$ cat src/rtl/bsr_pkg.sv
// shared types, constants and helper functions for the block subsample reducer
`timescale 1ns / 1ps

package bsr_pkg;

    // block geometry
    localparam int MAX_SIDE = 8;
    localparam int DEPTH    = MAX_SIDE * MAX_SIDE;
    localparam int IDX_W    = $clog2(DEPTH);
    localparam int CNT_W    = $clog2(DEPTH + 1);

    // field widths
    localparam int PIX_W    = 16;
    localparam int SIDE_W   = 4;
    localparam int MODE_W   = 2;
    localparam int RANK_W   = 6;
    localparam int CFG_IDX_W  = 2;
    localparam int CFG_DATA_W = 6;
    localparam int SUM_W    = PIX_W + IDX_W;

    // reciprocal used to split the pixel count into row and column
    localparam int RECIP_SHIFT = 12;
    localparam int RECIP_W     = RECIP_SHIFT + 1;

    // configuration register indexes
    localparam logic [CFG_IDX_W-1:0] REG_MODE = 2'd0;
    localparam logic [CFG_IDX_W-1:0] REG_SIDE = 2'd1;
    localparam logic [CFG_IDX_W-1:0] REG_RANK = 2'd2;

    // reduction modes
    localparam logic [MODE_W-1:0] MODE_AVG  = 2'd0;
    localparam logic [MODE_W-1:0] MODE_LOW  = 2'd1;
    localparam logic [MODE_W-1:0] MODE_RANK = 2'd2;

    // reset values of the configuration registers
    localparam logic [MODE_W-1:0] MODE_RESET = MODE_RANK;
    localparam logic [SIDE_W-1:0] SIDE_RESET = 4'd2;
    localparam logic [RANK_W-1:0] RANK_RESET = 6'd1;

    // operation broadcast to every sort cell
    typedef enum logic [1:0] {
        CELL_HOLD,
        CELL_CLEAR,
        CELL_INSERT,
        CELL_SHIFT
    } cell_op_t;

    typedef struct packed {
        cell_op_t           op;
        logic [PIX_W-1:0]   pix;
    } cell_ctl_t;

    // ceil(2^RECIP_SHIFT / side), exact quotient for counts below DEPTH
    function automatic logic [RECIP_W-1:0] side_recip(input logic [SIDE_W-1:0] side);
        logic [RECIP_W-1:0] r;
        begin
            case (side)
                4'd1:    r = 13'd4096;
                4'd2:    r = 13'd2048;
                4'd3:    r = 13'd1366;
                4'd4:    r = 13'd1024;
                4'd5:    r = 13'd820;
                4'd6:    r = 13'd683;
                4'd7:    r = 13'd586;
                4'd8:    r = 13'd512;
                default: r = 13'd4096;
            endcase
            return r;
        end
    endfunction

endpackage

$ cat src/rtl/bsr_cell.sv
// one cell of the insertion sort chain: holds one value, inserts or shifts
`timescale 1ns / 1ps

module bsr_cell (
    input  logic                       clk,
    input  logic                       rst_n,
    input  bsr_pkg::cell_ctl_t         ctl,
    input  logic [bsr_pkg::PIX_W-1:0]  prev_value,
    input  logic                       prev_valid,
    input  logic                       prev_take,
    input  logic [bsr_pkg::PIX_W-1:0]  next_value,
    input  logic                       next_valid,
    output logic [bsr_pkg::PIX_W-1:0]  value,
    output logic                       valid,
    output logic                       take
);

    logic [bsr_pkg::PIX_W-1:0] value_reg;
    logic [bsr_pkg::PIX_W-1:0] value_next;
    logic                      valid_reg;
    logic                      valid_next;

    // new value goes at or before this cell
    assign take  = !valid_reg || (ctl.pix < value_reg);
    assign value = value_reg;
    assign valid = valid_reg;

    // next cell contents
    always_comb
    begin
        value_next = value_reg;
        valid_next = valid_reg;
        case (ctl.op)
            bsr_pkg::CELL_CLEAR:
            begin
                valid_next = 1'b0;
            end
            bsr_pkg::CELL_INSERT:
            begin
                if (take)
                begin
                    if (prev_take)
                    begin
                        value_next = prev_value;
                        valid_next = prev_valid;
                    end
                    else
                    begin
                        value_next = ctl.pix;
                        valid_next = 1'b1;
                    end
                end
            end
            bsr_pkg::CELL_SHIFT:
            begin
                value_next = next_value;
                valid_next = next_valid;
            end
            default:
            begin
                value_next = value_reg;
                valid_next = valid_reg;
            end
        endcase
    end

    // valid flag is control, value is payload
    always_ff @(posedge clk or negedge rst_n)
    begin
        if (!rst_n)
        begin
            valid_reg <= 1'b0;
        end
        else
        begin
            valid_reg <= valid_next;
        end
    end

    always_ff @(posedge clk)
    begin
        value_reg <= value_next;
    end

endmodule

$ cat config.mk
export PLATFORM = sky130hd
export DESIGN_NAME = bsr_cell
export DESIGN_NICKNAME = d
export VERILOG_FILES = /design/src/rtl/bsr_pkg.sv /design/src/rtl/bsr_cell.sv
export SDC_FILE = /design/constraint.sdc
export NUM_CORES = 1
export LEC_CHECK = 0
export ABC_AREA = 0
export BUFFER_PORTS_ARGS = -buffer_cell sky130_fd_sc_hd__buf_2
export CORE_MARGIN = 4
export CORE_UTILIZATION = 45
export CTS_BUF_LIST = sky130_fd_sc_hd__clkbuf_2
export DETAILED_ROUTE_END_ITERATION = 12
export PLACE_DENSITY = 0.94
export SLEW_MARGIN = 15
export SYNTH_ARGS = -nofsm -noshare
export SYNTH_HDL_FRONTEND = slang
export SYNTH_SLANG_ARGS = --single-unit
$ cat constraint.sdc
create_clock -name clk -period 7.2 [get_ports clk]
set_input_delay 1.44 -clock clk [delete_from_list [all_inputs] [get_ports clk]]
set_output_delay 1.44 -clock clk [all_outputs]
set_load 0.02 [all_outputs]
==> Yosys cells after proc, flatten, opt, wreduce, memory -nomap -nowiden <==
Index checks and enable logic that the tools add are counted.
{ "word_totals": {"elab_cells": 19, "regBits": 17, "in_bits": 55, "output_inout_bits": 18} }
{ "op_classes": {"mux": 6, "reduce_logical": 6, "order_cmp": 1, "n_eq_ne": 4} }
{ "ops": {"columns": ["cell", "n"], "rows": [
  ["two-way mux 16 bit", 2],
  ["case mux 16 bit (2 select lines)", 1],
  ["< comparator 16 bit", 1],
  ["== test 2 bit, second input constant", 2],
  ["AND reduction 2 bit", 2],
  ["case mux 1 bit (3 select lines)", 1],
  ["nonzero test 3 bit", 1],
  ["== test 2 x 1 -> 1 bit, second input constant", 1],
  ["two-way mux 1 bit", 2],
  ["!= test 2 bit, second input constant", 1],
  ["nonzero test 2 bit", 1],
  ["zero test 1 bit", 1],
  ["logical OR 1 bit", 1]
]} }

==> Depth between registers and ports, before layout <==
Gate-level depths: netlist (run 1).
{ "logic_depth": {"depth_word": 4, "mapped_depth": 7, "mapped_depth_nobuf": 7} }

==> Least setup slack after synthesis (run 1) <==
OpenSTA, ideal clock, no wires.
{ "synth_timing": {"path_kind": "input to output", "start": "in ctl[15] (netlist bit)", "end": "out take", "n_path_buf": 0, "t_required_ns": 5.760, "arrival_ns": 2.848, "path_slack_ns": 2.912, "stages": 6, "cell_sequence": "ha_1 nand4_1 or3_1 or4_1 o2111ai_2 nand2_1"} }
{ "synth_between": {"elab_chain_cells": 2} }
{ "synth_lines": {"columns": ["item", "line", "text"], "rows": [
  ["start: declaration", "bsr_cell.sv:7", "input bsr_pkg::cell_ctl_t ctl,"],
  ["< comparator 16 bit", "bsr_cell.sv:24", "assign take = !valid_reg || (ctl.pix < value_reg);"],
  ["logical OR 1 bit", "bsr_cell.sv:24", null],
  ["end: declaration", "bsr_cell.sv:15", "output logic take"]
]} }
Every way passes these cells.

==> Worst setup path in the final report (run 1) <==
Ends and elaborated chain as after synthesis.

==> flow_summary_export.csv, run 1 <==
group,metric,value,unit
cells_and_area,largest_reg_flops,16,
power,combPwrFrac,33.5,%
clock_tree,worst_skew_pair.late_latency,300,ps
yosys,yosys_warnings,0,
power,ir_drop,0.128,mV
yosys,synthTopCellsByArea,"edfxtp_1 38%, ha_1 15%, mux2i_1 13%",
routing,drc,0,
worst_hold_path,min_path_cells,2,
cells_and_area,diodes,0,
power,seq_power_share,48.7,%
global_route,grt_antenna_before_repair,0,
worst_hold_path,hp-start,"valid$_DFFE_PN0P_",
power,p_clk_share,17.8,%
yosys,postSynthNetCount,203,
worst_setup_path,worstSetupStartpointType,"input port",
worst_setup_path,path_common_cell,"buf_2",
yosys,netlist_top_cells_count,"19 x nand2_1, 19 x o21ai_0, 17 x inv_1",
worst_setup_path,cp-end-kind,"primary output",
floorplan,die_w,61.1,um
sta,fin_crit_sh,63.0,%
yosys,synth_seq_cells,17,
clock_tree,cts_buffers,3,
worst_hold_path,hp-class,"flop to flop",
power,p_sw_share,32.9,%
global_route,use_met1,17.4,%
floorplan,dieArea,0.00374,sq mm
power,power.density,153,mW/mm^2
clock_tree,post_cts_buffers,0,
placement,port_buffers,72,
sta,final-hold-violation-count,0,
clock_tree,clock_tree.buffer_depth,2,
placement,dp_hpwl,2.56,mm
job,maxCapViolations,0,
global_route,track_usage,15.7,%
clock_tree,clock_sinks,17,
yosys,syn_inst,133,
cells_and_area,area_growth,31.6,%
yosys,synth_ff_type,"edfxtp_1",
yosys,synth_async_sr_flop_share,5.88,%
sta,fmax,220,MHz
worst_setup_path,path_cells,"buf_2 -> ha_1 -> nand4_1 -> or3_1 -> or4_1 -> o2111ai_2 -> nand2_1 -> buf_2",
floorplan,initial_core_util,46.5,%
clock_tree,worst_setup_hold_path_clk_slew,170,ps
floorplan,pin_count,73,
worst_setup_path,crit_path_max_incr_delay,420,ps
routing,vias,1197,
yosys,syn_area_per_cell,9.55,sq um
routing,wl_per_cell,12.9,um
cells_and_area,n_fill_cell,238,
sta,grt_setup_unrepaired,"false",
sta,worst_slew_margin_rel,38.9,%
yosys,seq_area_frac_synth,39.8,%
worst_setup_path,cpMaxStageDelayCell,"or4_1",
sta,worst_pin_slew,916,ps
global_route,grt_pass1_wl,4.41,mm
worst_setup_path,required,5760,ps
worst_setup_path,r2r-start,"value[15]$_DFFE_PP_",
sta,slew_violations,0,
yosys,synth.top_cell.area_share,37.8,%
routing,drt-initial-drc-count,18,
routing,via_per_inst,5.09,
worst_setup_path,path_class,"input port to primary output",
sta,fin_tns_setup,0,ps
clock_tree,cts_resized,0,
floorplan,num_rows,19,
global_route,grt.busiest_layer,"met2",
global_route,grt_max_degree,33,
outcome,outcome,"complete, no violations",
yosys,synth_top_area_cell,"edfxtp_1",
worst_setup_path,cp.arrival,3100,ps
sta,period_minus_slack,4540,ps
power,internal-power,172,uW
placement,gp_congestion,0.727,
routing,ant_nets,0,
worst_setup_path,cp_max_fo,3,
clock_tree,tritoncts,"done",
yosys,ys_types,24,
floorplan,coreArea,0.00273,sq mm
routing,first_pass_iters,4,
global_route,use_met2,29.2,%
power,switchingPower,84.2,uW
yosys,netlist_area,0.00127,sq mm
cells_and_area,final_nets,275,
power,p_leak,0.863,nW
clock_tree,cts-root-buf,"clkbuf_2",
yosys,synth_edf_count,16,
worst_setup_path,reg2regPathDepth,8,
global_route,grt_overflow_total,0,
cells_and_area,utilization,61.1,%
worst_setup_path,crit_path_start,"ctl[15]",
floorplan,chipHeight,61.1,um
routing,routed_wl,3.04,mm
clock_tree,cts_hold_buffers,0,
cells_and_area,post_route_cells_drive_above_1_share,38.7,%
global_route,grt_pass1_vias,1061,
global_route,grt_util_met3,2.73,%
sta,setup_viol,0,
sta,fin_skew,5.14,ps
clock_tree,cts.htree.levels,1,
==> cell type report <==
class	count	area (sq um)	share of cell area [%]
repair buffers	73	368	22.0
well taps	31	38.8	2.32
clock buffers	4	20.0	1.20
inverters	17	63.8	3.82
multi-input cells	93	676	40.4
flip-flops and latches	17	505	30.2
==> worst max-delay path, delay by kind of cell <==
kind                     cells  cell delay (ps)
buffers and inverters        2              270
AO/OA/AOI/OAI                1              110
adder cells (fa/ha/maj)      1              310
AND/OR/NAND/NOR              4              960
==> final timing paths <==
| path | end | slack, ps |
|---|---|---|
| worst max-delay path | take | 2660 |
| worst min-delay path | valid$_DFFE_PN0P_ | 810 |
| worst max register to register | value[7]$_DFFE_PP_ | 4900 |
| worst min register to register | valid$_DFFE_PN0P_ | 810 |
| max in group asynchronous | valid$_DFFE_PN0P_ | 6250 |
| min in group asynchronous | valid$_DFFE_PN0P_ | 870 |
==> power groups by stage <==
| stage | registers, mW | clock network (mW) | logic (mW) |
|---|---|---|---|
| final | 0.125 | 0.0456 | 0.0859 |
| after global routing | 0.126 | 0.0523 | 0.0957 |
| after CTS | 0.125 | 0.0465 | 0.0872 |
| after detailed placement | 0.127 | 0 | 0.0870 |
| after global placement | 0.127 | 0 | 0.0843 |
| after floorplan | 0.139 | 0 | 0.0401 |
==> logic make-up (layout without fill, tap and decap cells) <==
group	Yosys count	in the layout	synth area share (%)
AO/OA/AOI/OAI	31	31	14.5
adder cells (fa/ha/maj)	15	15	14.8
buffers and inverters	23	94	6.99
flip-flops	17	17	39.8
multiplexers	16	16	12.6
AND/OR/NAND/NOR	31	31	11.3
==> layout by cell type, fill, tap and decap left out, drive strengths merged, types with 2 or more instances in the layout <==
cell type	count
nor2b	2
nand4	3
inv	17
mux2i	16
o21ai	19
nand2	19
buf	73
clkbuf	4
nand3	2
ha	15
a31oi	2
edfxtp	16
a21oi	5
==> routing by layer <==
metal | wire [um] | part of all wire (%)
met1 | 1200 | 40
met2 | 1590 | 52
met3 | 210 | 6.9
met4 | 36 | 1.2
met5 | 0 | 0
==> per-stage QoR <==
stage               power, mW  setup slack, ps  std cells  hold slack, ps  cell area, sq um
detailed placement      0.214             2640        231             750              1650
CTS                     0.258             2640        235             795              1670
global placement        0.211             2700        231             734              1650
finish                  0.256             2660        235             814              1670
floorplan               0.179             2910        133             812              1270
global route            0.274             2580        235             840              1670
No activity file was read; power rests on OpenSTA's default activity.
==> run 2: changes to the inputs <==
==> constraint.sdc (replaced) <==
create_clock -name clk -period 4.4 [get_ports clk]
set_input_delay 0.88 -clock clk [delete_from_list [all_inputs] [get_ports clk]]
set_output_delay 0.88 -clock clk [all_outputs]
set_load 0.02 [all_outputs]
==> flow_summary_export.csv, run 2 (synthesized netlist as in run 1, its figures left out) <==
group,metric,value,unit
sta,fmax,292,MHz
power,p_leak,0.863,nW
cells_and_area,area_growth,31.6,%
routing,wl_met2,1.64,mm
job,maxCapViolations,0,
floorplan,dieArea,0.00374,sq mm
floorplan,die_w,61.1,um
cells_and_area,diodes,0,
global_route,grt_pass1_vias,1080,
placement,gp_congestion,0.745,
floorplan,coreArea,0.00273,sq mm
routing,wl_per_cell,13.3,um
global_route,grt_overflow_total,0,
routing,vias,1199,
floorplan,chipHeight,61.1,um
routing,drc,0,
cells_and_area,final_nets,275,
sta,setup_viol,0,
worst_setup_path,cp-end-kind,"primary output",
cells_and_area,post_route_cells_drive_above_1_share,38.7,%
power,power.density,253,mW/mm^2
cells_and_area,mostFrequentLayoutCells,"72 x buf_2, 19 x nand2_1, 19 x o21ai_0, 17 x inv_1",
worst_setup_path,path_class,"input port to primary output",
floorplan,num_rows,19,
sta,worst_slew_margin_rel,37.9,%
global_route,track_usage,16.8,%
worst_hold_path,hp-class,"input port to asynchronous set/reset pin",
cells_and_area,final_common_cell,"buf_2",
clock_tree,tritoncts,"done",
clock_tree,cts_buffers,3,
clock_tree,cts.htree.levels,1,
cells_and_area,utilization,61.1,%
clock_tree,cts_resized,0,
worst_setup_path,path_common_cell,"buf_2",
clock_tree,cts_hold_buffers,0,
clock_tree,clock_sinks,17,
sta,fin_skew,8.65,ps
sta,grt_setup_unrepaired,"false",
routing,top_layer,"met4",
clock_tree,worst_skew_pair.late_latency,310,ps
placement,dp_hpwl,2.62,mm
global_route,grt_pass1_wl,4.59,mm
clock_tree,post_cts_buffers,0,
placement,dp_cells,231,
floorplan,initial_core_util,46.5,%
power,ir_drop,0.200,mV
sta,slew_violations,0,
sta,final-hold-violation-count,0,
worst_setup_path,cpMaxStageDelayCell,"or4_1",
worst_setup_path,r2r-start,"value[1]$_DFFE_PP_",
routing,first_pass_iters,4,
routing,met3_wirelength,254,um
worst_setup_path,required,3520,ps
floorplan,pin_count,73,
clock_tree,cts-root-buf,"clkbuf_2",
sta,period_minus_slack,3420,ps
cells_and_area,final-instance-count-excl-fill,235,
global_route,grt_max_degree,33,
routing,routed_wl,3.13,mm
sta,fin_crit_sh,77.8,%
global_route,grt_antenna_before_repair,0,
worst_setup_path,worstSetupStartpointType,"input port",
outcome,outcome,"complete, no violations",
sta,worst_pin_slew,932,ps
worst_setup_path,crit_path_max_incr_delay,420,ps
routing,drt-initial-drc-count,28,
cells_and_area,largest_reg_flops,16,
clock_tree,worst_setup_hold_path_clk_slew,180,ps
placement,port_buffers,72,
clock_tree,clock_tree.buffer_depth,2,
sta,fin_tns_setup,0,ps
routing,ant_nets,0,
worst_setup_path,cp.arrival,2540,ps
worst_setup_path,crit_path_start,"ctl[15]",
worst_setup_path,cp_max_fo,3,
routing,via_per_inst,5.10,
routing,wl_met1,1.20,mm
worst_setup_path,path_cells,"buf_2 -> ha_1 -> nand4_1 -> or3_1 -> or4_1 -> o2111ai_2 -> nand2_1 -> buf_2",
[run 2: cell counts in the layout (fill, tap and decap cells not counted)]
No cell type changed its count.
[run 2: final cells by class]
type                       count  area (sq um)
inverter                      17          63.8
fill                         246          1060
tap                           31          38.8
clock buffer                   4          20.0
multi-input combinational     93           676
timing repair buffer          73           368
sequential                    17           505
[run 2: metrics by stage]
stage          worst slack [ps]  instance area (sq um)  total power, mW  hold WS (ps)
6_report                    978                   1670            0.422           302
5_1_grt                     888                   1670            0.449           271
4_1_cts                     964                   1670            0.426           292
3_5_place_dp                968                   1650            0.352           656
3_3_place_gp               1020                   1650            0.345           657
2_1_floorplan              1230                   1270            0.293           584
[run 2: final timing paths]
kind / endpoint / slack (ps) / depth (start not counted)
min in group clk: valid$_DFFE_PN0P_ / 780 / 2
max in group asynchronous: valid$_DFFE_PN0P_ / 4020 / 1
hold reg to reg: valid$_DFFE_PN0P_ / 780 / 2
setup / recovery: take / 980 / 8
hold / removal: valid$_DFFE_PN0P_ / 300 / 1
setup reg to reg: value[6]$_DFFE_PP_ / 1800 / 7
[run 2: worst max-delay path, delay by kind of cell]
kind / cells / cell delay [ps]
AOI/OAI and AO/OA: 1 / 100
adders and majority gates: 1 / 310
and+or+nand+nor: 4 / 990
buffers and inverters: 2 / 270
[run 2: layer usage]
| metal | vias to the layer above | global-route usage (%) |
|---|---|---|
| li1 | 617 | - |
| met1 | 536 | 17.9 |
| met2 | 44 | 31.7 |
| met3 | 2 | 4.82 |
| met4 | 0 | 4.95 |
| met5 | - | 0 |
[run 2: power by group]
| part | switching [mW] | internal, mW | total, mW |
|---|---|---|---|
| registers | 0.00710 | 0.197 | 0.204 |
| clock network | 0.0521 | 0.0241 | 0.0762 |
| logic | 0.0813 | 0.0609 | 0.142 |
| total | 0.141 | 0.282 | 0.422 |
==> run 3: changes to the inputs <==
==> constraint.sdc (replaced) <==
create_clock -name clk -period 3.16 [get_ports clk]
set_input_delay 0.632 -clock clk [delete_from_list [all_inputs] [get_ports clk]]
set_output_delay 0.632 -clock clk [all_outputs]
set_load 0.02 [all_outputs]
==> flow_summary_export.csv, run 3 (synthesized netlist as in run 1, its figures left out) <==
group,metric,value,unit
outcome,outcome,"complete, no violations",
cells_and_area,post_route_cells_drive_above_1_share,39.0,%
cells_and_area,n_fill_cell,229,
cells_and_area,area_growth,32.2,%
placement,port_buffers,72,
floorplan,num_rows,19,
clock_tree,tritoncts,"done",
global_route,grt_antenna_before_repair,0,
cells_and_area,final_common_cell,"buf_2",
sta,fin_skew,10.7,ps
clock_tree,worst_setup_hold_path_clk_slew,180,ps
placement,gp_congestion,0.760,
global_route,grt_max_degree,33,
power,ir_drop,0.272,mV
worst_setup_path,cp-end-kind,"primary output",
clock_tree,cts_buffers,3,
routing,vias,1190,
floorplan,die_w,61.1,um
routing,routed_wl,3.18,mm
sta,worst_pin_slew,907,ps
floorplan,initial_core_util,46.5,%
routing,drc,0,
global_route,track_usage,16.5,%
worst_setup_path,path_delay_family,"simple AND/OR/NAND/NOR gates",
routing,ant_nets,0,
global_route,grt_overflow_total,0,
cells_and_area,largest_reg_flops,16,
routing,via_per_inst,5.04,
sta,setup_viol,0,
power,p_leak,0.868,nW
routing,wl_per_cell,13.5,um
worst_setup_path,cpMaxStageDelayCell,"or4_1",
sta,fin_crit_sh,93.1,%
clock_tree,post_cts_buffers,0,
worst_setup_path,required,2530,ps
power,p_total,591,uW
worst_setup_path,path_class,"flop to primary output",
job,maxCapViolations,0,
clock_tree,worst_skew_pair.late_latency,300,ps
placement,dp_hpwl,2.64,mm
worst_setup_path,path_cells,"inv_1 -> ha_1 -> nand4_1 -> or3_1 -> or4_1 -> o2111ai_2 -> nand2_1 -> buf_2",
cells_and_area,diodes,0,
clock_tree,cts_hold_buffers,0,
worst_setup_path,crit_path_max_incr_delay,410,ps
worst_setup_path,worstSetupStartpointType,"flop",
sta,worst_slew_margin_rel,39.6,%
cells_and_area,seqCellArea,505,sq um
sta,fmax,340,MHz
clock_tree,clock_sinks,17,
floorplan,coreArea,0.00273,sq mm
sta,period_minus_slack,2940,ps
clock_tree,cts.htree.levels,1,
worst_setup_path,cp.arrival,2310,ps
cells_and_area,multi_input_area,676,sq um
cells_and_area,mostFrequentLayoutCells,"72 x buf_2, 19 x nand2_1, 19 x o21ai_0, 17 x inv_1",
floorplan,dieArea,0.00374,sq mm
global_route,grt_pass1_wl,4.65,mm
worst_setup_path,cp_max_fo,3,
worst_setup_path,critPathBufInv,2,
clock_tree,cts_resized,0,
clock_tree,clock_tree.buffer_depth,2,
routing,drt-initial-drc-count,29,
worst_hold_path,hp-class,"input port to asynchronous set/reset pin",
cells_and_area,final_nets,276,
sta,final-hold-violation-count,0,
floorplan,chipHeight,61.1,um
clock_tree,cts-root-buf,"clkbuf_2",
sta,grt_setup_unrepaired,"false",
floorplan,pin_count,73,
sta,fin_tns_setup,0,ps
routing,first_pass_iters,4,
power,power.density,352,mW/mm^2
sta,slew_violations,0,
global_route,grt_pass1_vias,1118,
run 3: cell types whose count changed in the layout (fill, tap and decap cells not counted), sizes merged:
| cell | previous run | this run |
|---|---|---|
| buf | 73 | 74 |
run 3: metal layers:
| metal | track usage [%] | wire [um] | vias up |
|---|---|---|---|
| li1 | - | - | 616 |
| met1 | 19.4 | 1230 | 519 |
| met2 | 31.1 | 1680 | 51 |
| met3 | 2.10 | 231 | 4 |
| met4 | 4.33 | 38 | 0 |
| met5 | 0 | 0 | - |
run 3: worst paths after layout:
| kind | from | end | slack, ps | cells past startpoint |
|---|---|---|---|---|
| min reg2reg | valid$_DFFE_PN0P_ | valid$_DFFE_PN0P_ | 820 | 2 |
| max reg2reg | value[15]$_DFFE_PP_ | value[5]$_DFFE_PP_ | 860 | 8 |
| min in group clk | next_value[3] | value[3]$_DFFE_PP_ | 580 | 3 |
| max | value[15]$_DFFE_PP_ | take | 220 | 8 |
| max in group asynchronous | rst_n | valid$_DFFE_PN0P_ | 3020 | 1 |
| min | rst_n | valid$_DFFE_PN0P_ | 60 | 1 |
run 3: area by class of cell:
type                       count  area share (%)
multi-input combinational     93            40.2
sequential                    17            30.1
timing repair buffer          74            22.4
inverter                      17            3.80
tap                           31            2.31
clock buffer                   4            1.19
run 3: report_power, final:
group          total, mW  switching [mW]  internal, mW
Clock              0.105          0.0718        0.0335
Combinational      0.201           0.115        0.0862
Sequential         0.285          0.0104         0.274
run 3: stage by stage:
| step | util, % | std cells | setup WS, ps | hold WS [ps] | cell area, sq um |
|---|---|---|---|---|---|
| after floorplan | - | 133 | 488 | 336 | 1270 |
| after global placement | 60.7 | 232 | 272 | 408 | 1660 |
| after detailed placement | 60.7 | 232 | 235 | 409 | 1660 |
| after CTS | 61.4 | 236 | 231 | 68.7 | 1680 |
| after global routing | 61.4 | 236 | 59.9 | 44.6 | 1680 |
| final | 61.4 | 236 | 219 | 58.8 | 1680 |
