`src/rtl/bsr_pkg.sv`:
```
// shared types, constants and helper functions for the block subsample reducer
`timescale 1ns / 1ps

package bsr_pkg;

    // block geometry
    localparam int MAX_SIDE = 8;
    localparam int DEPTH    = MAX_SIDE * MAX_SIDE;
    localparam int IDX_W    = $clog2(DEPTH);
    localparam int CNT_W    = $clog2(DEPTH + 1);

    // field widths
    localparam int PIX_W    = 16;
    localparam int SIDE_W   = 4;
    localparam int MODE_W   = 2;
    localparam int RANK_W   = 6;
    localparam int CFG_IDX_W  = 2;
    localparam int CFG_DATA_W = 6;
    localparam int SUM_W    = PIX_W + IDX_W;

    // reciprocal used to split the pixel count into row and column
    localparam int RECIP_SHIFT = 12;
    localparam int RECIP_W     = RECIP_SHIFT + 1;

    // configuration register indexes
    localparam logic [CFG_IDX_W-1:0] REG_MODE = 2'd0;
    localparam logic [CFG_IDX_W-1:0] REG_SIDE = 2'd1;
    localparam logic [CFG_IDX_W-1:0] REG_RANK = 2'd2;

    // reduction modes
    localparam logic [MODE_W-1:0] MODE_AVG  = 2'd0;
    localparam logic [MODE_W-1:0] MODE_LOW  = 2'd1;
    localparam logic [MODE_W-1:0] MODE_RANK = 2'd2;

    // reset values of the configuration registers
    localparam logic [MODE_W-1:0] MODE_RESET = MODE_RANK;
    localparam logic [SIDE_W-1:0] SIDE_RESET = 4'd2;
    localparam logic [RANK_W-1:0] RANK_RESET = 6'd1;

    // operation broadcast to every sort cell
    typedef enum logic [1:0] {
        CELL_HOLD,
        CELL_CLEAR,
        CELL_INSERT,
        CELL_SHIFT
    } cell_op_t;

    typedef struct packed {
        cell_op_t           op;
        logic [PIX_W-1:0]   pix;
    } cell_ctl_t;

    // ceil(2^RECIP_SHIFT / side), exact quotient for counts below DEPTH
    function automatic logic [RECIP_W-1:0] side_recip(input logic [SIDE_W-1:0] side);
        logic [RECIP_W-1:0] r;
        begin
            case (side)
                4'd1:    r = 13'd4096;
                4'd2:    r = 13'd2048;
                4'd3:    r = 13'd1366;
                4'd4:    r = 13'd1024;
                4'd5:    r = 13'd820;
                4'd6:    r = 13'd683;
                4'd7:    r = 13'd586;
                4'd8:    r = 13'd512;
                default: r = 13'd4096;
            endcase
            return r;
        end
    endfunction

endpackage

```
`src/rtl/bsr_divider.sv`:
```
// restoring divider, one quotient bit per cycle, for the block average
`timescale 1ns / 1ps

module bsr_divider (
    input  logic                       clk,
    input  logic                       rst_n,
    input  logic                       start,
    input  logic [bsr_pkg::SUM_W-1:0]  dividend,
    input  logic [bsr_pkg::CNT_W-1:0]  divisor,
    output logic                       done,
    output logic [bsr_pkg::SUM_W-1:0]  quotient
);

    localparam int STEP_W = $clog2(bsr_pkg::SUM_W + 1);

    logic [bsr_pkg::SUM_W-1:0] quot_reg;
    logic [bsr_pkg::SUM_W-1:0] quot_next;
    logic [bsr_pkg::CNT_W-1:0] rem_reg;
    logic [bsr_pkg::CNT_W-1:0] rem_next;
    logic [bsr_pkg::CNT_W-1:0] dvs_reg;
    logic [bsr_pkg::CNT_W-1:0] dvs_next;
    logic [STEP_W-1:0]         step_reg;
    logic [STEP_W-1:0]         step_next;
    logic                      busy_reg;
    logic                      busy_next;
    logic                      done_reg;
    logic                      done_next;
    logic [bsr_pkg::CNT_W:0]   trial;

    assign trial    = {rem_reg, quot_reg[bsr_pkg::SUM_W-1]};
    assign done     = done_reg;
    assign quotient = quot_reg;

    // one shift and subtract step per cycle
    always_comb
    begin
        quot_next = quot_reg;
        rem_next  = rem_reg;
        dvs_next  = dvs_reg;
        step_next = step_reg;
        busy_next = busy_reg;
        done_next = 1'b0;
        if (start)
        begin
            quot_next = dividend;
            rem_next  = '0;
            dvs_next  = divisor;
            step_next = STEP_W'(bsr_pkg::SUM_W);
            busy_next = 1'b1;
        end
        else if (busy_reg)
        begin
            if (trial >= {1'b0, dvs_reg})
            begin
                rem_next  = bsr_pkg::CNT_W'(trial - {1'b0, dvs_reg});
                quot_next = {quot_reg[bsr_pkg::SUM_W-2:0], 1'b1};
            end
            else
            begin
                rem_next  = trial[bsr_pkg::CNT_W-1:0];
                quot_next = {quot_reg[bsr_pkg::SUM_W-2:0], 1'b0};
            end
            step_next = step_reg - 1'b1;
            if (step_reg == STEP_W'(1))
            begin
                busy_next = 1'b0;
                done_next = 1'b1;
            end
        end
    end

    always_ff @(posedge clk or negedge rst_n)
    begin
        if (!rst_n)
        begin
            busy_reg <= 1'b0;
            done_reg <= 1'b0;
            step_reg <= '0;
        end
        else
        begin
            busy_reg <= busy_next;
            done_reg <= done_next;
            step_reg <= step_next;
        end
    end

    always_ff @(posedge clk)
    begin
        quot_reg <= quot_next;
        rem_reg  <= rem_next;
        dvs_reg  <= dvs_next;
    end

endmodule

```
`config.mk`:
```
export PLATFORM = sky130hd
export DESIGN_NAME = bsr_divider
export DESIGN_NICKNAME = d
export VERILOG_FILES = /design/src/rtl/bsr_pkg.sv /design/src/rtl/bsr_divider.sv
export SDC_FILE = /design/constraint.sdc
export NUM_CORES = 1
export LEC_CHECK = 0
export ABC_AREA = 0
export BUFFER_PORTS_ARGS = -buffer_cell sky130_fd_sc_hd__buf_2
export CORE_MARGIN = 2
export CORE_UTILIZATION = 53
export CTS_CLUSTER_SIZE = 25
export DETAILED_ROUTE_END_ITERATION = 10
export HOLD_SLACK_MARGIN = 0.15
export PLACE_DENSITY_LB_ADDON = 0.15
export REMOVE_ABC_BUFFERS = 1
export SETUP_SLACK_MARGIN = 0.4
export SLEW_MARGIN = 10
export SYNTH_ARGS = -nofsm -noshare
export SYNTH_HDL_FRONTEND = slang
export SYNTH_SLANG_ARGS = --single-unit
```
`constraint.sdc`:
```
create_clock -name clk -period 2.9 [get_ports clk]
set_input_delay 0 -clock clk [delete_from_list [all_inputs] [get_ports clk]]
set_output_delay 0 -clock clk [all_outputs]
set_load 0.005 [all_outputs]
```
After elaboration in Yosys (flattened, before gate mapping)
Index checks and enable logic that the tools add are counted.
{"block": "totals", "regBits": 43, "latchBits": 0, "mem_bits_rw": 0, "mem_bits_ro": 0, "output_inout_bits": 23, "elab_cells": 23, "mem_count": 0}
{"block": "classes", "n_addsub": 2, "multipliers": 0, "div_mod_pow": 0, "magnitude_cmp": 1, "n_eq_ne": 1, "shift": 0, "mux": 12, "bitwise_logic": 0, "reduce_logical": 1}
{"operator": "$mux 22", "count": 2}
{"operator": "$mux 5", "count": 2}
{"operator": "$ge 8x7->1", "count": 1}
{"operator": "$mux 1", "count": 7}
{"operator": "$mux 7", "count": 1}
{"operator": "$sub 7x7->7", "count": 1}
{"operator": "$eq 5x1->1 const B", "count": 1}
{"operator": "$sub 5x1->5 const B", "count": 1}
{"operator": "$reduce_bool 2->1", "count": 1}

Depth between registers and ports, before layout
Gate-level depths: netlist of run 1.
{"block": "logic_depth", "ltp_word": 4, "mapped_depth": 9, "depth_no_buf": 7}

Worst setup path before layout of run 1
OpenSTA, ideal clock, no wires.
{"block": "synth_path", "path_kind": "reg2reg", "from": "register quot_reg, in the netlist quotient[21]", "to": "register rem_reg[0] (netlist bit)", "t_arrival_ns": 2.077, "setup_slack_ns": 0.735, "stages_incl_launch_ff": 10, "synth_period_minus_slack_ns": 2.165, "path_cell_list": "edfxtp_1 inv_1 ha_1 fa_1 nand2b_1 a211o_1 buf_6 and3_1 buf_6 a311oi_2"}
{"block": "synth_between", "elab_chain_len": 2}
{"item": "start, declared", "line_no": "bsr_divider.sv:16", "source": "logic [bsr_pkg::SUM_W-1:0] quot_reg;"}
{"item": "start signal, assigned", "line_no": "bsr_divider.sv:90", "source": "quot_reg <= quot_next;"}
{"item": "$sub 7x7->7 / $ge 8x7->1 (equally long branches)", "line_no": "bsr_divider.sv:55, bsr_divider.sv:53"}
{"item": "$mux 7 *", "line_no": "bsr_divider.sv:53", "source": "if (trial >= {1'b0, dvs_reg})"}
{"item": "end signal, assigned", "line_no": "bsr_divider.sv:91", "source": "rem_reg <= rem_next;"}
{"item": "end, declared", "line_no": "bsr_divider.sv:18", "source": "logic [bsr_pkg::CNT_W-1:0] rem_reg;"}
Every way passes the cells marked *; elsewhere a longest branch is shown, timed or not.
A chain may end at the register's enable or synchronous reset.

Final worst setup path of run 1
{"block": "layout_path", "from": "register quot_reg, in the netlist quotient[21]", "to": "register rem_reg[2] (netlist bit)"}
Same word-level chain as after synthesis.

==> results.cfg, run 1 <==
[outcome]
status = finished, final reports clean

[layout]
layout.cells.non_filler = 323
drive_above_1_share = 0.341
antenna_cells = 0
fill_cells = 306
stdcell_area_um2 = 3000
nets = 314
largest_reg_flops = 22
regArea_um2 = 1190
area_growth_pct = 30.6
multi_input_area_um2 = 1000
fin_util = 0.735

[logic_synthesis]
yosysTopAreaCell = edfxtp_1
ys.flop_type = edfxtp_1
synth_edf_count = 29
synth.top_cell.area_share = 0.379
async_reset_ff_frac = 0.163
yosysWarnings = 0
synth_commonest_cells = edfxtp_1, mux2_2, inv_1
ys_ff_latch = 43
syn-instance-count = 189
synthesis.area_per_instance_um2 = 12.2
synth_cell_type_count = 50
yosysMostFrequentCell = edfxtp_1
seq_area_frac_synth = 0.516
synthTopCellsByArea = edfxtp_1, mux2_2, dfrtp_1, dfxtp_1, ha_1
synth_area_um2 = 2300

[drt]
first_pass_iters = 4
first_iter_violations = 66
routed_wl_um = 4830
wl_per_cell_um = 15.0
drtAntennaViolNets = 0
routed-via-count = 1730
drc = 0
via_per_inst = 5.36

[hold_path]
hold_start = start
hold_path.class = in2reg

[placed_design]
gp_congestion = 0.798
dp_hpwl_um = 3060
io_buffers = 54
place_area_um2 = 2590
preCtsSetupSlack_ps = 629
placedCellCount = 284

[global_routing]
grt_pass1_wl_um = 7940
grt_use_total = 0.205
antenna_found_initial = 0
gr-total-overflow = 0
grt_pass1_vias = 1767
grt_max_degree = 32

[run]
maxCapViolCount = 0

[floorplan]
die_area_um2 = 4880
die_width_um = 69.9
initial_core_util = 0.563
coreArea_um2 = 4090
num_rows = 23
io_pins = 55
chipHeight_um = 69.9

[worst_setup_path]
cp_top_family = compound AO/OA/AOI/OAI gates
reg2reg_depth = 7
max_stage_delay_ps = 410
reg2reg_to = rem_reg[2]
crit_path_end_kind = register
required_ps = 3110
r2r_slack_ps = 610
start_kind = register
cp_data_arrival_time_ps = 2500
crit_path_start = quotient[21]
r2r-start = quotient[21]
worstPathMaxFanout = 9
criticalPathCategory = reg2reg
path_depth = 7
endpoint = rem_reg[2]
cp_num_buf_inv = 1
cp_cell_sequence = inv_1 > ha_1 > fa_1 > nand2b_1 > a211o_1 > and3_1 > a311oi_2
critPathSlowestCell = fa_1

[power_and_ir_drop]
irDropWorstVdd_v = 0.000399
p_leak_nw = 1.29
power.density_nw_per_um2 = 679

[sta]
finalMaxSlewViolations = 0
slew_headroom = 0.595
tightest_slew_ps = 607
finalWorstSetupSlack_ps = 613
finalHoldViolCount = 0
finalCriticalPeriod_ps = 2290
fmax_mhz = 437
setup_viol = 0
clock_skew_ps = 5.28
tns_ps = 0
rsz0062_at_grt = false
period_share = 0.789

[cts]
cts.sinks = 43
cts_resized = 0
insertion_delay_ps = 290
clk_pin_slew_ps = 80
cts_root_buf = clkbuf_8
cts.htree.levels = 2
cts_tree = done
cts_buffers = 5
clock_path_buffers = 2
## kinds of logic after synthesis
| group | share of synthesized area |
|---|---|
| AND/OR/NAND/NOR | 0.120 |
| flip-flops | 0.516 |
| AO/OA/AOI/OAI | 0.128 |
| buffers and inverters | 0.0479 |
| multiplexers | 0.107 |
| adder cells (fa/ha/maj) | 0.0577 |
| XOR/XNOR | 0.0229 |
## power by group
| part | switching [mW] | internal, mW | leakage, nW |
|---|---|---|---|
| logic | 0.386 | 0.370 | 0.791 |
| clock network | 0.196 | 0.252 | 0.0556 |
| registers | 0.0709 | 0.765 | 0.438 |
## area by class of cell
type / instances / area share
Clock inverter: 3 / 0.0129
Sequential cell: 43 / 0.395
Multi-Input combinational cell: 122 / 0.334
Tap cell: 50 / 0.0208
Clock buffer: 5 / 0.0229
Timing Repair Buffer: 87 / 0.198
Inverter: 13 / 0.0162
## routing by layer
layer  global-route usage  vias to the layer above  part of all wire
met3               0.0476                       13             0.043
met4               0.0748                        0             0.025
li1                     -                      858                 -
met5                    0                        -                 0
met2                0.349                       50              0.50
met1                0.254                      809              0.44
## layout by cell type (no fill, tap or decap), drive strengths merged, types with 2 or more instances in the layout
cell type / netlist / final
clkbuf: 6 / 5
ha: 9 / 9
nor2b: 6 / 6
xnor2: 5 / 5
o21a: 2 / 2
nand2b: 6 / 6
nand2: 8 / 8
a311oi: 3 / 3
dfxtp: 7 / 7
a41oi: 4 / 4
edfxtp: 29 / 29
a21o: 2 / 2
mux2: 21 / 21
nor2: 12 / 12
o21bai: 2 / 2
dfrtp: 7 / 7
buf: 5 / 56
nor3b: 6 / 6
nand4: 2 / 2
o21ai: 6 / 6
or2: 4 / 4
inv: 13 / 13
dlygate4sd3: 0 / 31
a31oi: 2 / 2
a211oi: 2 / 2
o31ai: 2 / 2
clkinv: 0 / 2
## metrics by stage
stage	power, mW	hold WS [ps]
2_1_floorplan	1.36	-296
4_1_cts	2.04	218
3_5_place_dp	1.56	-162
6_report	2.04	214
3_3_place_gp	1.55	-157
5_1_grt	2.17	246
## repair_timing
item                                   CTS  global route
hold buffers                            31             0
setup buffers                            0             0
endpoints found under the hold margin   36             0
setup endpoints to repair                0             0
## how the worst min path moves through the flow
stage | slack (ps) | cells after the start | to
final | 210 | 2 | step_reg[3]
after global routing | 250 | 2 | step_reg[3]
after CTS | 220 | 2 | step_reg[3]
after detailed placement | -160 | 1 | step_reg[2]
after global placement | -160 | 1 | step_reg[3]
after floorplan | -300 | 0 | busy_reg
## worst reg2reg max path, delay by kind of cell, from the launching register on
family / cells / cell delay (ps)
DFF: 1 / 340
buffers and inverters: 1 / 70
AOI/OAI and AO/OA: 2 / 650
adders and majority gates: 2 / 640
and+or+nand+nor: 2 / 510
Note: power is estimated with default switching activity, not from simulation.
==> run 2: changes to the inputs <==
--- a/config.mk
+++ b/config.mk
@@ -8,7 +8,7 @@
 export ABC_AREA = 0
 export BUFFER_PORTS_ARGS = -buffer_cell sky130_fd_sc_hd__buf_2
 export CORE_MARGIN = 2
-export CORE_UTILIZATION = 53
+export CORE_UTILIZATION = 48
 export CTS_CLUSTER_SIZE = 25
 export DETAILED_ROUTE_END_ITERATION = 10
 export HOLD_SLACK_MARGIN = 0.15
==> constraint.sdc (replaced) <==
create_clock -name clk -period 1.84 [get_ports clk]
set_input_delay 0 -clock clk [delete_from_list [all_inputs] [get_ports clk]]
set_output_delay 0 -clock clk [all_outputs]
set_load 0.005 [all_outputs]
==> run 2 against run 1 <==
Net effect:
- the flow now finishes with violations (negative setup slack)
- worst hold slack better by 92 ps
- clock skew is 1.6 ps lower
- critical path depth stayed put
- register-to-register slack worse by 740 ps
- non-clock buffer count is 14 higher
- via count is 3.3% higher
- cell count is 5.6% higher
- die area is 9.8% higher
- count of clock-buffer cells in the layout is 2 higher
- critical path type unchanged
==> results.cfg, run 2 (synthesis results as in run 1) <==
[hold_path]
whs_path_depth = 2
hold_path.class = in2reg

[cts]
cts_tree = done
cts.sinks = 43
insertion_delay_ps = 290
clock_path_buffers = 2
cts.htree.levels = 2
cts_root_buf = clkbuf_8
clk_pin_slew_ps = 80
cts_buffers = 5

[worst_setup_path]
reg2reg_depth = 7
criticalPathCategory = reg2reg
start_kind = register
worstPathMaxFanout = 8
crit_path_end_kind = register
required_ps = 2060
cp_data_arrival_time_ps = 2190
r2r_slack_ps = -130

[sta]
slew_headroom = 0.503
finalCriticalPeriod_ps = 1970
finalWorstSetupSlack_ps = -131
finalHoldViolCount = 0
tightest_slew_ps = 745
rsz0062_at_grt = true
finalMaxSlewViolations = 0
period_share = 1.07
tns_ps = -610
fmax_mhz = 507
clock_skew_ps = 3.68
setup_viol = 8

[global_routing]
grt_max_degree = 38
grt_pass1_wl_um = 8650
grt_pass1_vias = 1788
grt_use_total = 0.212
antenna_found_initial = 0
gr-total-overflow = 0

[floorplan]
num_rows = 25
initial_core_util = 0.493
io_pins = 55
die_area_um2 = 5360
chipHeight_um = 73.2
die_width_um = 73.2
coreArea_um2 = 4660

[run]
maxCapViolCount = 0

[outcome]
status = finished, violations left
violations = negative setup slack

[drt]
first_pass_iters = 4
first_iter_violations = 66
drtAntennaViolNets = 0
routed_wl_um = 5110
wl_per_cell_um = 15.0
via_per_inst = 5.24
routed-via-count = 1787
drc = 0

[placed_design]
io_buffers = 54
dp_hpwl_um = 3170
preCtsSetupSlack_ps = -289
gp_congestion = 0.808
place_area_um2 = 2700

[power_and_ir_drop]
irDropWorstVdd_v = 0.000620
power.density_nw_per_um2 = 1080
p_leak_nw = 1.36

[layout]
drive_above_1_share = 0.401
nets = 328
final_common_cell = buf_2
area_growth_pct = 38.6
largest_reg_flops = 22
antenna_cells = 0
layout_common_cells = buf_2, dlygate4sd3_1, edfxtp_1
stdcell_area_um2 = 3190
==> run 2: area by class of cell <==
class / instances / area, um2
clock inverter: 1 / 30.0
tap: 54 / 67.6
clock buffer: 7 / 76.3
timing repair buffer: 101 / 717
inverter: 13 / 48.8
sequential: 43 / 1190
fill: 333 / 1470
multi-input combinational: 122 / 1060
==> run 2: where the power goes <==
part / leakage (nW) / internal [mW] / switching, mW / total (mW)
clock: 0.0524 / 0.406 / 0.312 / 0.719
combinational: 0.874 / 0.708 / 0.691 / 1.40
sequential: 0.438 / 1.20 / 0.111 / 1.32
==> run 2: path summary, 6_finish.rpt <==
check / startpoint / endpoint
max: dvs_reg[0] / rem_reg[5]
min: start / step_reg[0]
max reg2reg: dvs_reg[0] / rem_reg[5]
min reg2reg: step_reg[4] / step_reg[4]
max in group asynchronous: rst_n / busy_reg
min in group asynchronous: rst_n / done
==> run 2: layer usage <==
metal	global-route usage	up-vias	routed length, um
met1	0.293	856	2380
met3	0.0594	5	228
met5	0	-	0
li1	-	890	-
met2	0.327	36	2450
met4	0.0617	0	52
==> run 2: through the flow <==
step / hold slack, ps / total power, mW / util / std cells
after floorplan: -296 / 2.15 / - / 178
after global placement: -158 / 2.55 / 0.580 / 301
after detailed placement: -156 / 2.57 / 0.580 / 301
after CTS: 282 / 3.41 / 0.682 / 341
after global routing: 348 / 3.65 / 0.684 / 341
final: 306 / 3.43 / 0.684 / 341
==> run 2: what timing repair did <==
action,in CTS,in global routing
hold buffers,31,0
endpoints found under the setup margin,8,8
hold endpoints to repair,36,0
gates resized for setup,11,1
pin swaps,3,1
setup buffers,1,0
==> run 2: worst max-delay path, cell delays in order (launching register included) <==
cell and delay (ps):
edfxtp_1 420, ha_4 180, fa_2 350, nand2b_4 150, a211o_1 280, buf_6 150, a31o_1 230, o21ai_1 140
==> run 3: changes to the inputs <==
--- a/config.mk
+++ b/config.mk
@@ -7,11 +7,12 @@
 export LEC_CHECK = 0
 export ABC_AREA = 0
 export BUFFER_PORTS_ARGS = -buffer_cell sky130_fd_sc_hd__buf_2
+export CELL_PAD_IN_SITES_DETAIL_PLACEMENT = 2
+export CELL_PAD_IN_SITES_GLOBAL_PLACEMENT = 2
 export CORE_MARGIN = 2
-export CORE_UTILIZATION = 48
+export CORE_UTILIZATION = 31
 export CTS_CLUSTER_SIZE = 25
 export DETAILED_ROUTE_END_ITERATION = 10
-export HOLD_SLACK_MARGIN = 0.15
 export PLACE_DENSITY_LB_ADDON = 0.15
 export REMOVE_ABC_BUFFERS = 1
 export SETUP_SLACK_MARGIN = 0.4
==> run 3 against run 2 <==
Net effect:
- the run still ends with negative setup slack left
- worst hold slack worse by 300 ps
- routed wire length increased by 16%
- combinational power is 7% higher
- global-route usage shrank 5.6 points
- non-clock buffer count shrank 11
- largest power group unchanged
- highest routed layer unchanged
==> results.cfg, run 3 (synthesis results as in run 1) <==
[worst_setup_path]
required_ps = 2050
crit_path_end_kind = register
worstPathMaxFanout = 6
crit_path_start = quotient[21]
r2r_slack_ps = -130
endpoint = rem_reg[2]
cp_data_arrival_time_ps = 2170
r2r-start = quotient[21]
reg2reg_depth = 7
reg2reg_to = rem_reg[2]
start_kind = register
criticalPathCategory = reg2reg

[global_routing]
busiest_layer = met2
grt_use_total = 0.156
grtUsageMet2 = 0.259
grt_pass1_vias = 1950
met3_usage = 0.0453
grt_max_degree = 23
met1_usage = 0.199
grt_pass1_wl_um = 10200
antenna_found_initial = 0
gr-total-overflow = 0

[placed_design]
place_area_um2 = 2790
dp_hpwl_um = 4350
placedCellCount = 352
gp_congestion = 0.727
io_buffers = 54

[drt]
routed_wl_um = 5930
drc = 0
first_pass_iters = 4
wl_per_cell_um = 15.8
routed-via-count = 1794
via_per_inst = 4.78
drtAntennaViolNets = 0
first_iter_violations = 88

[sta]
fmax_mhz = 508
finalHoldViolCount = 0
finalCriticalPeriod_ps = 1970
finalMaxSlewViolations = 0
period_share = 1.07
finalWorstSetupSlack_ps = -128
setup_viol = 8
slew_headroom = 0.634
tightest_slew_ps = 549
clock_skew_ps = 4.89
rsz0062_at_grt = true

[floorplan]
coreArea_um2 = 7210
initial_core_util = 0.319
die_width_um = 90.1
chipHeight_um = 90.1
die_area_um2 = 8120
io_pins = 55
num_rows = 31

[layout]
final_common_cell = buf_2
largest_reg_flops = 22
fill_cells = 769
stdcell_area_um2 = 3090
antenna_cells = 0
nets = 317
layout_common_cells = buf_2, edfxtp_1, mux2_2, buf_4, dlygate4sd3_1
area_growth_pct = 34.2
drive_above_1_share = 0.438
fin_util = 0.428
layout.cells.non_filler = 375

[outcome]
violations = negative setup slack
status = finished, violations left

[power_and_ir_drop]
p_total_mw = 3.41
p_leak_nw = 1.31
irDropWorstVdd_v = 0.000345
power.density_nw_per_um2 = 1110

[run]
maxCapViolCount = 0

[cts]
clock_path_buffers = 2
insertion_delay_ps = 290
cts_root_buf = clkbuf_8
cts.sinks = 43
clk_pin_slew_ps = 80
cts.htree.levels = 2
cts_buffers = 5
cts_tree = done

[hold_path]
hold_path.class = in2reg
-- run 3: worst min-delay path by stage --
stage	from	end	cells after the start
3_5_place_dp	rst_n	step_reg[0]	1
2_1_floorplan	rst_n	busy_reg	0
3_3_place_gp	rst_n	step_reg[3]	1
5_1_grt	dividend[6]	quotient[6]	2
4_1_cts	dividend[20]	quotient[20]	2
6_report	dividend[20]	quotient[20]	2
-- run 3: final cells by class --
type / count / area (um2) / share of cell area
flip-flops and latches: 43 / 1190 / 0.384
clock buffers: 8 / 80.1 / 0.0260
multi-input cells: 122 / 1070 / 0.346
well taps: 99 / 124 / 0.0401
inverters: 13 / 48.8 / 0.0158
repair buffers: 90 / 579 / 0.188
-- run 3: through the flow --
| stage | setup WS, ps | hold slack [ps] | TNS, ps |
|---|---|---|---|
| after floorplan | -279 | -296 | -1570 |
| after global placement | -238 | -155 | -1500 |
| after detailed placement | -346 | -151 | -2290 |
| after CTS | -163 | 0.930 | -958 |
| after global routing | -202 | 0.669 | -1310 |
| final | -128 | 9.18 | -548 |
-- run 3: worst max-delay path: stages (launching register included) --
cell	delay [ps]
edfxtp_1	390
inv_2	60
ha_4	170
fa_2	340
nand2b_4	150
a211o_1	290
and3_4	230
a311oi_2	250
-- run 3: where the power goes --
part	leakage (nW)	internal (mW)	switching [mW]	total [mW]
logic	0.828	0.784	0.718	1.50
clock network	0.0395	0.270	0.317	0.587
registers	0.438	1.21	0.117	1.32
total	1.31	2.26	1.15	3.41
-- run 3: what timing repair did --
action	in CTS	in global routing
setup endpoints to repair	8	8
hold buffers	14	0
pin swaps	7	7
endpoints found under the hold margin	20	0
setup buffers	0	1
resized for setup	10	3
-- run 3: per-layer routing --
| layer | vias up | wire, um |
|---|---|---|
| met5 | - | 0 |
| met3 | 6 | 320 |
| met1 | 888 | 2670 |
| met4 | 0 | 59 |
| met2 | 39 | 2880 |
| li1 | 861 | - |
